File: src/rtl/mavrm_pkg.sv
package mavrm_pkg;

   localparam int TIME_W = 32;
   localparam int RATE_W = 24;
   localparam int FRAC_W = 8;
   localparam int STEP_W = $clog2(RATE_W + 1);

   localparam logic [RATE_W-1:0] RATE_MAX     = {RATE_W{1'b1}};
   localparam logic [RATE_W-1:0] STABLE_RESET = RATE_W'(15360);   // 60.0 in Q16.8
   localparam logic [TIME_W-1:0] TICK_RESET   = TIME_W'(1000000);

   typedef enum logic [2:0] {
      ST_IDLE,
      ST_UPDATE,
      ST_START,
      ST_DIVIDE,
      ST_DELIVER
   } state_type;

   typedef struct packed {
      logic              done;
      logic [RATE_W-1:0] quotient;
   } div_rsp_type;

endpackage

File: src/rtl/mavrm_ram.sv
module mavrm_ram #(
   parameter int WIDTH = 32,
   parameter int DEPTH = 64
) (
   input  logic                     clock,
   input  logic                     wr_en,
   input  logic [$clog2(DEPTH)-1:0] wr_addr,
   input  logic [WIDTH-1:0]         wr_data,
   input  logic                     rd_en,
   input  logic [$clog2(DEPTH)-1:0] rd_addr,
   output logic [WIDTH-1:0]         rd_data
);

   logic [WIDTH-1:0] mem_ff [DEPTH];
   logic [WIDTH-1:0] rd_data_ff;

   always_ff @(posedge clock) begin
      if (wr_en) begin
         mem_ff[wr_addr] <= wr_data;
      end
      if (rd_en) begin
         rd_data_ff <= mem_ff[rd_addr];
      end
   end

   assign rd_data = rd_data_ff;

endmodule

File: src/rtl/mavrm_div.sv
module mavrm_div import mavrm_pkg::*; #(
   parameter int SUM_W = 38
) (
   input  logic                      clock,
   input  logic                      reset,
   input  logic                      start,
   input  logic [SUM_W+FRAC_W-1:0]   num,
   input  logic [SUM_W-1:0]          den,
   output div_rsp_type               rsp
);

   localparam int NUM_W = SUM_W + FRAC_W;

   logic              busy_ff,  busy_in;
   logic              done_ff,  done_in;
   logic              sat_ff,   sat_in;
   logic [STEP_W-1:0] cnt_ff,   cnt_in;
   logic [SUM_W-1:0]  rem_ff,   rem_in;
   logic [RATE_W-1:0] shf_ff,   shf_in;
   logic [SUM_W-1:0]  den_ff,   den_in;

   logic [SUM_W-1:0]  num_hi;
   logic [SUM_W:0]    trial;
   logic [SUM_W:0]    diff;

   assign num_hi = SUM_W'(num[NUM_W-1:RATE_W]);
   assign trial  = {rem_ff, shf_ff[RATE_W-1]};
   assign diff   = trial - {1'b0, den_ff};

   always_comb begin
      busy_in = busy_ff;
      done_in = 1'b0;
      sat_in  = sat_ff;
      cnt_in  = cnt_ff;
      rem_in  = rem_ff;
      shf_in  = shf_ff;
      den_in  = den_ff;
      if (start) begin
         den_in = den;
         rem_in = num_hi;
         shf_in = num[RATE_W-1:0];
         cnt_in = STEP_W'(RATE_W);
         // quotient cannot fit (or zero divisor): skip the iterations
         if (num_hi >= den) begin
            sat_in  = 1'b1;
            done_in = 1'b1;
         end else begin
            sat_in  = 1'b0;
            busy_in = 1'b1;
         end
      end else if (busy_ff) begin
         // restoring step: one quotient bit per cycle
         if (trial >= {1'b0, den_ff}) begin
            rem_in = diff[SUM_W-1:0];
            shf_in = {shf_ff[RATE_W-2:0], 1'b1};
         end else begin
            rem_in = trial[SUM_W-1:0];
            shf_in = {shf_ff[RATE_W-2:0], 1'b0};
         end
         cnt_in = cnt_ff - STEP_W'(1);
         if (cnt_ff == STEP_W'(1)) begin
            busy_in = 1'b0;
            done_in = 1'b1;
         end
      end
   end

   always_ff @(posedge clock) begin
      if (reset) begin
         busy_ff <= 1'b0;
         done_ff <= 1'b0;
      end else begin
         busy_ff <= busy_in;
         done_ff <= done_in;
      end
      sat_ff <= sat_in;
      cnt_ff <= cnt_in;
      rem_ff <= rem_in;
      shf_ff <= shf_in;
      den_ff <= den_in;
   end

   assign rsp.done     = done_ff;
   assign rsp.quotient = sat_ff ? RATE_MAX : shf_ff;

endmodule

File: src/rtl/moving_average_rate_meter.sv
// Moving-average frame rate meter, one item in flight at a time.
// An accepted item updates the sum, then the restoring divider runs; a rate
// that saturates (zero sum or quotient over 24 bits) skips the divide steps.
// The divider retires one quotient bit per cycle. A new item is taken only
// after the last result is loaded into the output register, which waits while a stalled result holds it.
// Reset (synchronous, active high): ring reads as zero, sum and index zero,
// tick rate 1000000 Hz, stable rate 60.0; no clearing pass is needed.
module moving_average_rate_meter import mavrm_pkg::*; #(
   parameter int SAMPLES = 64
) (
   input  logic              clock,
   input  logic              reset,
   input  logic              csr_wr_en,
   input  logic [TIME_W-1:0] csr_wr_data,
   input  logic              req_valid,
   output logic              req_stall,
   input  logic [TIME_W-1:0] req_frame_time,
   output logic              rsp_valid,
   input  logic              rsp_stall,
   output logic [RATE_W-1:0] rsp_rate,
   output logic [RATE_W-1:0] rsp_stable_rate
);

   localparam int IDX_W = $clog2(SAMPLES);
   localparam int SUM_W = TIME_W + IDX_W;        // exact sum of SAMPLES intervals
   localparam int NUM_W = SUM_W + FRAC_W;        // tick * SAMPLES in Q.8
   localparam logic [IDX_W-1:0] LAST_IDX = IDX_W'(SAMPLES - 1);

   state_type         state_ff,     state_in;
   logic [TIME_W-1:0] tick_ff,      tick_in;
   logic [TIME_W-1:0] last_time_ff, last_time_in;
   logic [TIME_W-1:0] delta_ff,     delta_in;
   logic [SUM_W-1:0]  sum_ff,       sum_in;
   logic [NUM_W-1:0]  num_ff,       num_in;
   logic [IDX_W-1:0]  index_ff,     index_in;
   logic              wrapped_ff,   wrapped_in;
   logic              rsp_valid_ff, rsp_valid_in;
   logic [RATE_W-1:0] rate_ff,      rate_in;
   logic [RATE_W-1:0] stable_ff,    stable_in;

   logic              accept;
   logic              ram_rd_en;
   logic              ram_wr_en;
   logic [TIME_W-1:0] ram_rd_data;
   logic [TIME_W-1:0] old_delta;
   logic [SUM_W-1:0]  product;
   logic              div_start;
   div_rsp_type       div_rsp;

   assign accept = req_valid && (state_ff == ST_IDLE);

   // Ring slots fill in order, so before the first wrap the slot about to be
   // overwritten was never written; its read data is replaced by zero.
   assign old_delta = wrapped_ff ? ram_rd_data : '0;
   assign product   = SUM_W'(tick_ff) * SUM_W'(SAMPLES);

   always_comb begin
      state_in     = state_ff;
      tick_in      = tick_ff;
      last_time_in = last_time_ff;
      delta_in     = delta_ff;
      sum_in       = sum_ff;
      num_in       = num_ff;
      index_in     = index_ff;
      wrapped_in   = wrapped_ff;
      rsp_valid_in = rsp_valid_ff && rsp_stall;
      rate_in      = rate_ff;
      stable_in    = stable_ff;
      ram_rd_en    = 1'b0;
      ram_wr_en    = 1'b0;
      div_start    = 1'b0;

      if (csr_wr_en) begin
         tick_in = csr_wr_data;
      end

      unique case (state_ff)
         ST_IDLE: begin
            if (accept) begin
               // interval modulo 2^32; fetch the slot it replaces
               delta_in     = req_frame_time - last_time_ff;
               last_time_in = req_frame_time;
               ram_rd_en    = 1'b1;
               state_in     = ST_UPDATE;
            end
         end
         ST_UPDATE: begin
            ram_wr_en = 1'b1;
            sum_in    = sum_ff - SUM_W'(old_delta) + SUM_W'(delta_ff);
            num_in    = {product, FRAC_W'(0)};
            if (index_ff == LAST_IDX) begin
               index_in   = '0;
               wrapped_in = 1'b1;
            end else begin
               index_in = index_ff + IDX_W'(1);
            end
            state_in = ST_START;
         end
         ST_START: begin
            div_start = 1'b1;
            state_in  = ST_DIVIDE;
         end
         ST_DIVIDE: begin
            if (div_rsp.done) begin
               state_in = ST_DELIVER;
            end
         end
         ST_DELIVER: begin
            // output register free or being emptied this cycle
            if (!rsp_valid_ff || !rsp_stall) begin
               rsp_valid_in = 1'b1;
               rate_in      = div_rsp.quotient;
               if (index_ff == '0) begin
                  stable_in = div_rsp.quotient;
               end
               state_in = ST_IDLE;
            end
         end
         default: begin
            state_in = ST_IDLE;
         end
      endcase
   end

   always_ff @(posedge clock) begin
      if (reset) begin
         state_ff     <= ST_IDLE;
         tick_ff      <= TICK_RESET;
         last_time_ff <= '0;
         sum_ff       <= '0;
         index_ff     <= '0;
         wrapped_ff   <= 1'b0;
         rsp_valid_ff <= 1'b0;
         stable_ff    <= STABLE_RESET;
      end else begin
         state_ff     <= state_in;
         tick_ff      <= tick_in;
         last_time_ff <= last_time_in;
         sum_ff       <= sum_in;
         index_ff     <= index_in;
         wrapped_ff   <= wrapped_in;
         rsp_valid_ff <= rsp_valid_in;
         stable_ff    <= stable_in;
      end
      delta_ff <= delta_in;
      num_ff   <= num_in;
      rate_ff  <= rate_in;
   end

   // interval ring
   mavrm_ram #(
      .WIDTH (TIME_W),
      .DEPTH (SAMPLES)
   ) u_ring (
      .clock   (clock),
      .wr_en   (ram_wr_en),
      .wr_addr (index_ff),
      .wr_data (delta_ff),
      .rd_en   (ram_rd_en),
      .rd_addr (index_ff),
      .rd_data (ram_rd_data)
   );

   // iterative divider: tick * SAMPLES * 256 / sum, saturating
   mavrm_div #(
      .SUM_W (SUM_W)
   ) u_div (
      .clock (clock),
      .reset (reset),
      .start (div_start),
      .num   (num_ff),
      .den   (sum_ff),
      .rsp   (div_rsp)
   );

   assign req_stall       = (state_ff != ST_IDLE);
   assign rsp_valid       = rsp_valid_ff;
   assign rsp_rate        = rate_ff;
   assign rsp_stable_rate = stable_ff;

endmodule

File: config.mk
export PLATFORM = sky130hd
export DESIGN_NAME = moving_average_rate_meter
export DESIGN_NICKNAME = d
export VERILOG_FILES = /design/src/rtl/mavrm_pkg.sv /design/src/rtl/mavrm_ram.sv /design/src/rtl/mavrm_div.sv /design/src/rtl/moving_average_rate_meter.sv
export SDC_FILE = /design/constraint.sdc
export NUM_CORES = 2
export LEC_CHECK = 0
export BUFFER_PORTS_ARGS = -buffer_cell sky130_fd_sc_hd__clkbuf_2
export CORE_MARGIN = 5
export CORE_UTILIZATION = 55
export DETAILED_ROUTE_END_ITERATION = 10
export PLACE_DENSITY = 0.81
export SKIP_LAST_GASP = 1
export SLEW_MARGIN = 5
export SYNTH_ARGS = -nofsm -noshare
export SYNTH_HDL_FRONTEND = slang
export SYNTH_SLANG_ARGS = --single-unit
File: constraint.sdc
create_clock -name clock -period 5.6 [get_ports clock]
set_input_delay 1.68 -clock clock [delete_from_list [all_inputs] [get_ports clock]]
set_output_delay 1.68 -clock clock [all_outputs]
set_load 0.1 [all_outputs]
Word-level counts from Yosys, hierarchy flattened:

Memory sizes are Yosys's and may differ from the RTL's. A register that Yosys moved wholly into a read port is not among the register bits.
Index checks and enable logic that the tools add are counted.

* equal/unequal tests: 10
* multiplexer cells: 29
* reductions and logical operators: 14
* add/sub/neg operators: 6
* order comparisons: 2

Operators by type and width (number)
* 24-bit 2-to-1 mux: 3
* 22-bit 2-to-1 mux: 2
* 39-bit by 38-bit greater-or-equal comparator with 1-bit output: 1
* 38-bit by 32-bit adder with 38-bit output: 1
* 22-bit by 38-bit greater-or-equal comparator with 1-bit output: 1
* 38-bit 2-to-1 mux: 1
* 38-bit by 32-bit subtractor with 38-bit output: 1
* 38-bit subtractor: 1
* 32-bit 2-to-1 mux: 1
* 32-bit subtractor: 1
* 1-bit 2-to-1 mux: 17
* 3-bit case mux with 5 select lines: 1
* 3-bit 2-to-1 mux: 3
* 6-bit by 1-bit adder with 6-bit output, second input constant: 1
* 3-bit by 2-bit == test with 1-bit output, second input constant: 2
* 6-bit == test, second input constant: 1
* 6-bit logical NOT: 1
* 6-bit 2-to-1 mux: 1
* 2-bit != test, second input constant: 3
* 2-bit AND reduction: 3
* 3-bit AND reduction: 2
* 5-bit by 1-bit == test with 1-bit output, second input constant: 1
* 5-bit by 1-bit subtractor with 5-bit output, second input constant: 1
* 3-bit by 1-bit == test with 1-bit output, second input constant: 1
* other kinds (8): 10

* memories kept: 1
* output and inout bits: 50
* word-level logic and storage cells: 82
* register bits: 333
* RAM bits: 2048
* input port bits: 69

Memories
* u_ring.mem_ff: words 64, bits a word 32, read ports 1, clocked after memory_dff 1, wr ports 1, RTL line mavrm_ram.sv:14 `logic [WIDTH-1:0] mem_ff [DEPTH];`

Depth between registers and ports, before layout:

* word-level depth: 4
* depth in mapped cells: 17
* mapped depth without buffers: 17

Modules after synthesis:

A second synthesis with hierarchy kept.

* cell total of the unflattened synthesis: 5444
* area total of the unflattened synthesis: 98642.1 µm²

Modules (own cells, without submodules)
* mavrm_ram: seq. area each 62459.9 µm², instances 1, cells each 3324, area each 78835.6 µm²
* moving_average_rate_meter: seq. area each 5385.2 µm², instances 1, cells each 1388, area each 12522.0 µm²
* mavrm_div: seq. area each 3012.9 µm², instances 1, cells each 732, area each 7284.5 µm²

Worst setup path before layout:

OpenSTA, ideal clock, no wires.

* kind: register to register
* start: register delta_ff[2]
* end: register sum_ff[36]
* setup slack: 1086 ps
* setup time: 71 ps
* arrival: 4443 ps
* path buffers: 0
* stages on the path, launching flop included: 16
* data required time: 5529 ps
* period minus slack after synthesis: 4514 ps
* cell sequence: edfxtp_1 inv_1 fa_1 inv_1 ha_1 nor2b_1 o31a_1 o21ai_1 a21bo_2 a211oi_1 or4b_1 a311o_1 a211oi_2 xnor2_1 nand2_1 a21oi_1

* cells in the longest elaborated chain, start to end: 1

Ends and longest elaborated chain
* from (decl): RTL line moving_average_rate_meter.sv:32 `logic [TIME_W-1:0] delta_ff, delta_in;`
* from (signal assigned): RTL line moving_average_rate_meter.sv:145 `delta_ff <= delta_in;`
* 38-bit by 32-bit adder with 38-bit output: RTL line moving_average_rate_meter.sv:89 `sum_in = sum_ff - SUM_W'(old_delta) + SUM_W'(delta_ff);`
* to (signal assigned): RTL line moving_average_rate_meter.sv:139 `sum_ff <= sum_in;`
* to (decl): RTL line moving_average_rate_meter.sv:33 `logic [SUM_W-1:0] sum_ff, sum_in;`

No other way between the ends.
A chain may end at the register's enable or synchronous reset.

Worst setup path in the final report:

* start: register wrapped_ff
* end: register sum_ff[34]

* cells in the longest elaborated chain, start to end: 3

Ends and longest elaborated chain
* from (decl): RTL line moving_average_rate_meter.sv:36 `logic wrapped_ff, wrapped_in;`
* from (signal assigned): RTL line moving_average_rate_meter.sv:141 `wrapped_ff <= wrapped_in;`
* 32-bit 2-to-1 mux: RTL line moving_average_rate_meter.sv:54 `assign old_delta = wrapped_ff ? ram_rd_data : '0;`
* 38-bit by 32-bit subtractor with 38-bit output: RTL line moving_average_rate_meter.sv:89
* 38-bit by 32-bit adder with 38-bit output: RTL line moving_average_rate_meter.sv:89

No other way between the ends.

==> run summary <==
run status: finished, final reports clean
Max IR drop VDD: 0.407 mV
switch share: 26.0%
CP max FO: 21
synth warn: 0
first-pass GRT wire length: 380 mm
post-route clock period utilization: 78.0%
H-tree depth: 4
CP Data Required Time: 6.38 ns
worst clock skew: 0.0891 ns
Synth Register Bits: 2413
Syn Area/Cell: 15.7 µm²
Peak Freq: 0.229 GHz
drt total wl: 262 mm
main flop type after synthesis: edfxtp_1
syn_nets: 6199
Inserted Clock Buffers: 219
HP Start: tick_ff[16]$_SDFFE_PP1P_
fin area: 105000 µm²
Root Driver: clkbuf_16
RR Endpoint: sum_ff[34]$_SDFFE_PP0P_
IO Port Bufs: 118
Seq/Total Area, Yosys: 75.6%
Clock Sinks: 2413
Hold Buf Count CTS: 0
slew margin rel.: 14.8%
RSZ-0062 raised after global routing: false
CTS resizes: 0
GPL Wtd Cong: 0.907
Via density: 6.88
Setup Viol. Count Final: 0
Pwr Density: 399 nW/µm²
core outline area: 169000 µm²
die footprint: 179000 µm²
NumNets Final: 6387
crit path DAT: 5.15 ns
post-route ant nets: 0
Pins Over Slew Limit: 0
1st-iter DRT viols: 9794
total of max-cap violations: 0
Tmin final: 4.37 ns
io pins: 119
crit path launch: wrapped_ff$_SDFFE_PP0P_
share of layout cells above drive strength 1: 12.0%
Worst-Margin Slew: 1.27 ns
first-pass detailed-route iteration total: 8
final hold violation count: 0
Mapped Cells: 5960
R2R cell count: 15
Post-CTS Setup Inserts: 0
Via Count: 58800
Hold Path Class: reg -> reg
Starting Density: 55.3%
Max Root-Sink Buffers: 3
Skew-Pair Late Insertion Delay: 0.92 ns
TNS Setup: 0 ns
Reg clk slew, reported paths: 0.07 ns
largest net degree at the start of global routing: 97
Clk network pwr share: 35.7%
post-synth top area share: 72.2%
WL/cell: 30.7 µm
Startpoint Class: register
WHS Path Cells: 0
Post-synth EDFFs: 2253
R2R Setup Slk: 1.23 ns
worst r2r src: wrapped_ff$_SDFFE_PP0P_
kind of critical path: reg -> reg
static leakage: 34.3 nW
area grow syn2layout: 12.3%
Total GRT Usage: 28.7%
Netlist cell types: 74
ys async rst share: 0%
DP Area: 98100 µm²
DRC viols: 0
Comb power frac: 14.5%
placed insts: 8145
Internal Power: 31.0 mW
row cnt: 151
Mapped Area: 93700 µm²
grt ovf: 0
die width: 423 µm
sequential power share: 49.8%
Die Ht: 423 µm
Yosys top cell by area: edfxtp_1
HPWL Detailed: 151 mm
largest cells by area after synthesis: edfxtp_1 (72%), a22oi_1 (5.4%), dfxtp_1 (3.4%)
CP endpoint kind: register
initial antenna violation count: 10
switching power: 10.9 mW
fin util: 62.1%
Final Instance Count excl. Fillers: 8550
vias in the first global route: 57400
CTS tree: built
Hold Path End: num_ff[30]$_DFFE_PP_
[worst max path at each step]
stage / to / cells after the start
final: sum_ff[34]$_SDFFE_PP0P_ / 15
after global routing: sum_ff[34]$_SDFFE_PP0P_ / 15
after CTS: sum_ff[34]$_SDFFE_PP0P_ / 15
after detailed placement: delta_ff[31]$_DFFE_PP_ / 13
after global placement: delta_ff[31]$_DFFE_PP_ / 13
after floorplan: sum_ff[36]$_SDFFE_PP0P_ / 15
[layer usage]
layer / vias to the layer above / part of all wire [%] / GRT usage [%]
met5: - / 0.018 / 0
met3: 906 / 13 / 7.10
met1: 28600 / 34 / 37.3
met2: 5077 / 45 / 43.9
li1: 24200 / - / -
met4: 6 / 7.3 / 17.6
[layout make-up]
| cell class | instances | area (µm²) |
|---|---|---|
| fill | 11200 | 64200 |
| clock inverter | 137 | 1480 |
| clock buffer | 265 | 5690 |
| sequential | 2413 | 70900 |
| multi-input combinational | 2965 | 21200 |
| inverter | 236 | 888 |
| antenna | 3 | 7.51 |
| timing repair buffer | 313 | 2360 |
| tap | 2218 | 2780 |
[power groups by stage]
stage	clock (mW)	combinational (mW)	sequential, mW
6_report	15.0	6.09	20.9
2_1_floorplan	0	3.99	21.4
5_1_grt	15.8	6.64	20.9
4_1_cts	15.0	5.96	20.9
3_5_place_dp	0	5.90	21.3
3_3_place_gp	0	5.75	21.3
[registers in the layout, indices dropped and copies added (netlist names), 3 cells and up]
name / flops
last_time_ff: 32
rsp_rate: 24
rsp_stable_rate: 24
delta_ff: 32
index_ff: 6
state_ff: 3
sum_ff: 38
u_ring.mem_ff: 2048
tick_ff: 32
u_div.cnt_ff: 5
num_ff: 32
u_div.shf_ff: 24
u_div.den_ff: 38
u_ring.rd_data: 32
u_div.rem_ff: 38
[synth_stat cells (all sizes together) (49+ instances only)]
cell / n
a21oi: 292
inv: 236
a21o: 57
nand4: 90
a31oi: 173
nand3: 49
a22o: 177
clkbuf: 275
a22oi: 672
and2: 53
dfxtp: 160
o21ai: 72
a221oi: 179
ha: 136
nor2: 256
edfxtp: 2253
nand2: 245
buf: 71
xnor2: 63
[layout by cell type, fill, tap and decap left out, types with 172 or more instances in the layout]
master     Yosys  layout
edfxtp_1    2253    2253
a22oi_1      672     672
a21oi_1      291     290
nand2_1      245     243
inv_1        236     233
clkbuf_16      0     219
nor2_1       256     193
a221oi_1     179     179
a22o_1       177     177
a31oi_1      173     173
buf_4          0     172
[metrics by stage]
| stage | hold slack, ns | total power [mW] | setup slack [ns] |
|---|---|---|---|
| after global routing | 0.403 | 43.4 | 1.05 |
| after detailed placement | 0.410 | 27.2 | 0.625 |
| after CTS | 0.378 | 41.8 | 1.31 |
| after global placement | 0.410 | 27.0 | 0.667 |
| final | 0.390 | 42.0 | 1.23 |
| after floorplan | 0.401 | 25.4 | 1.09 |
[critical path, stage by stage (launching register included)]
cell and delay (ns):
dfxtp_1 0.57, buf_4 0.30, and2_1 0.17, fa_1 0.40, inv_1 0.06, ha_1 0.29
a21o_1 0.21, a21o_1 0.17, a21oi_1 0.26, a211oi_1 0.15, or4b_1 0.64, a311o_1 0.45
a21oi_1 0.19, xnor2_1 0.14, nand2_1 0.09, a21oi_1 0.19
[logic make-up after synthesis]
logic type	count (synthesis)	synth area share [%]
flops	2413	75.6
compound gates	1766	13.6
simple gates	898	4.62
buf+inv	582	2.35
fa+ha+maj	170	2.54
xor+xnor	96	0.897
mux	35	0.375
(Power assumes the default switching activity.)
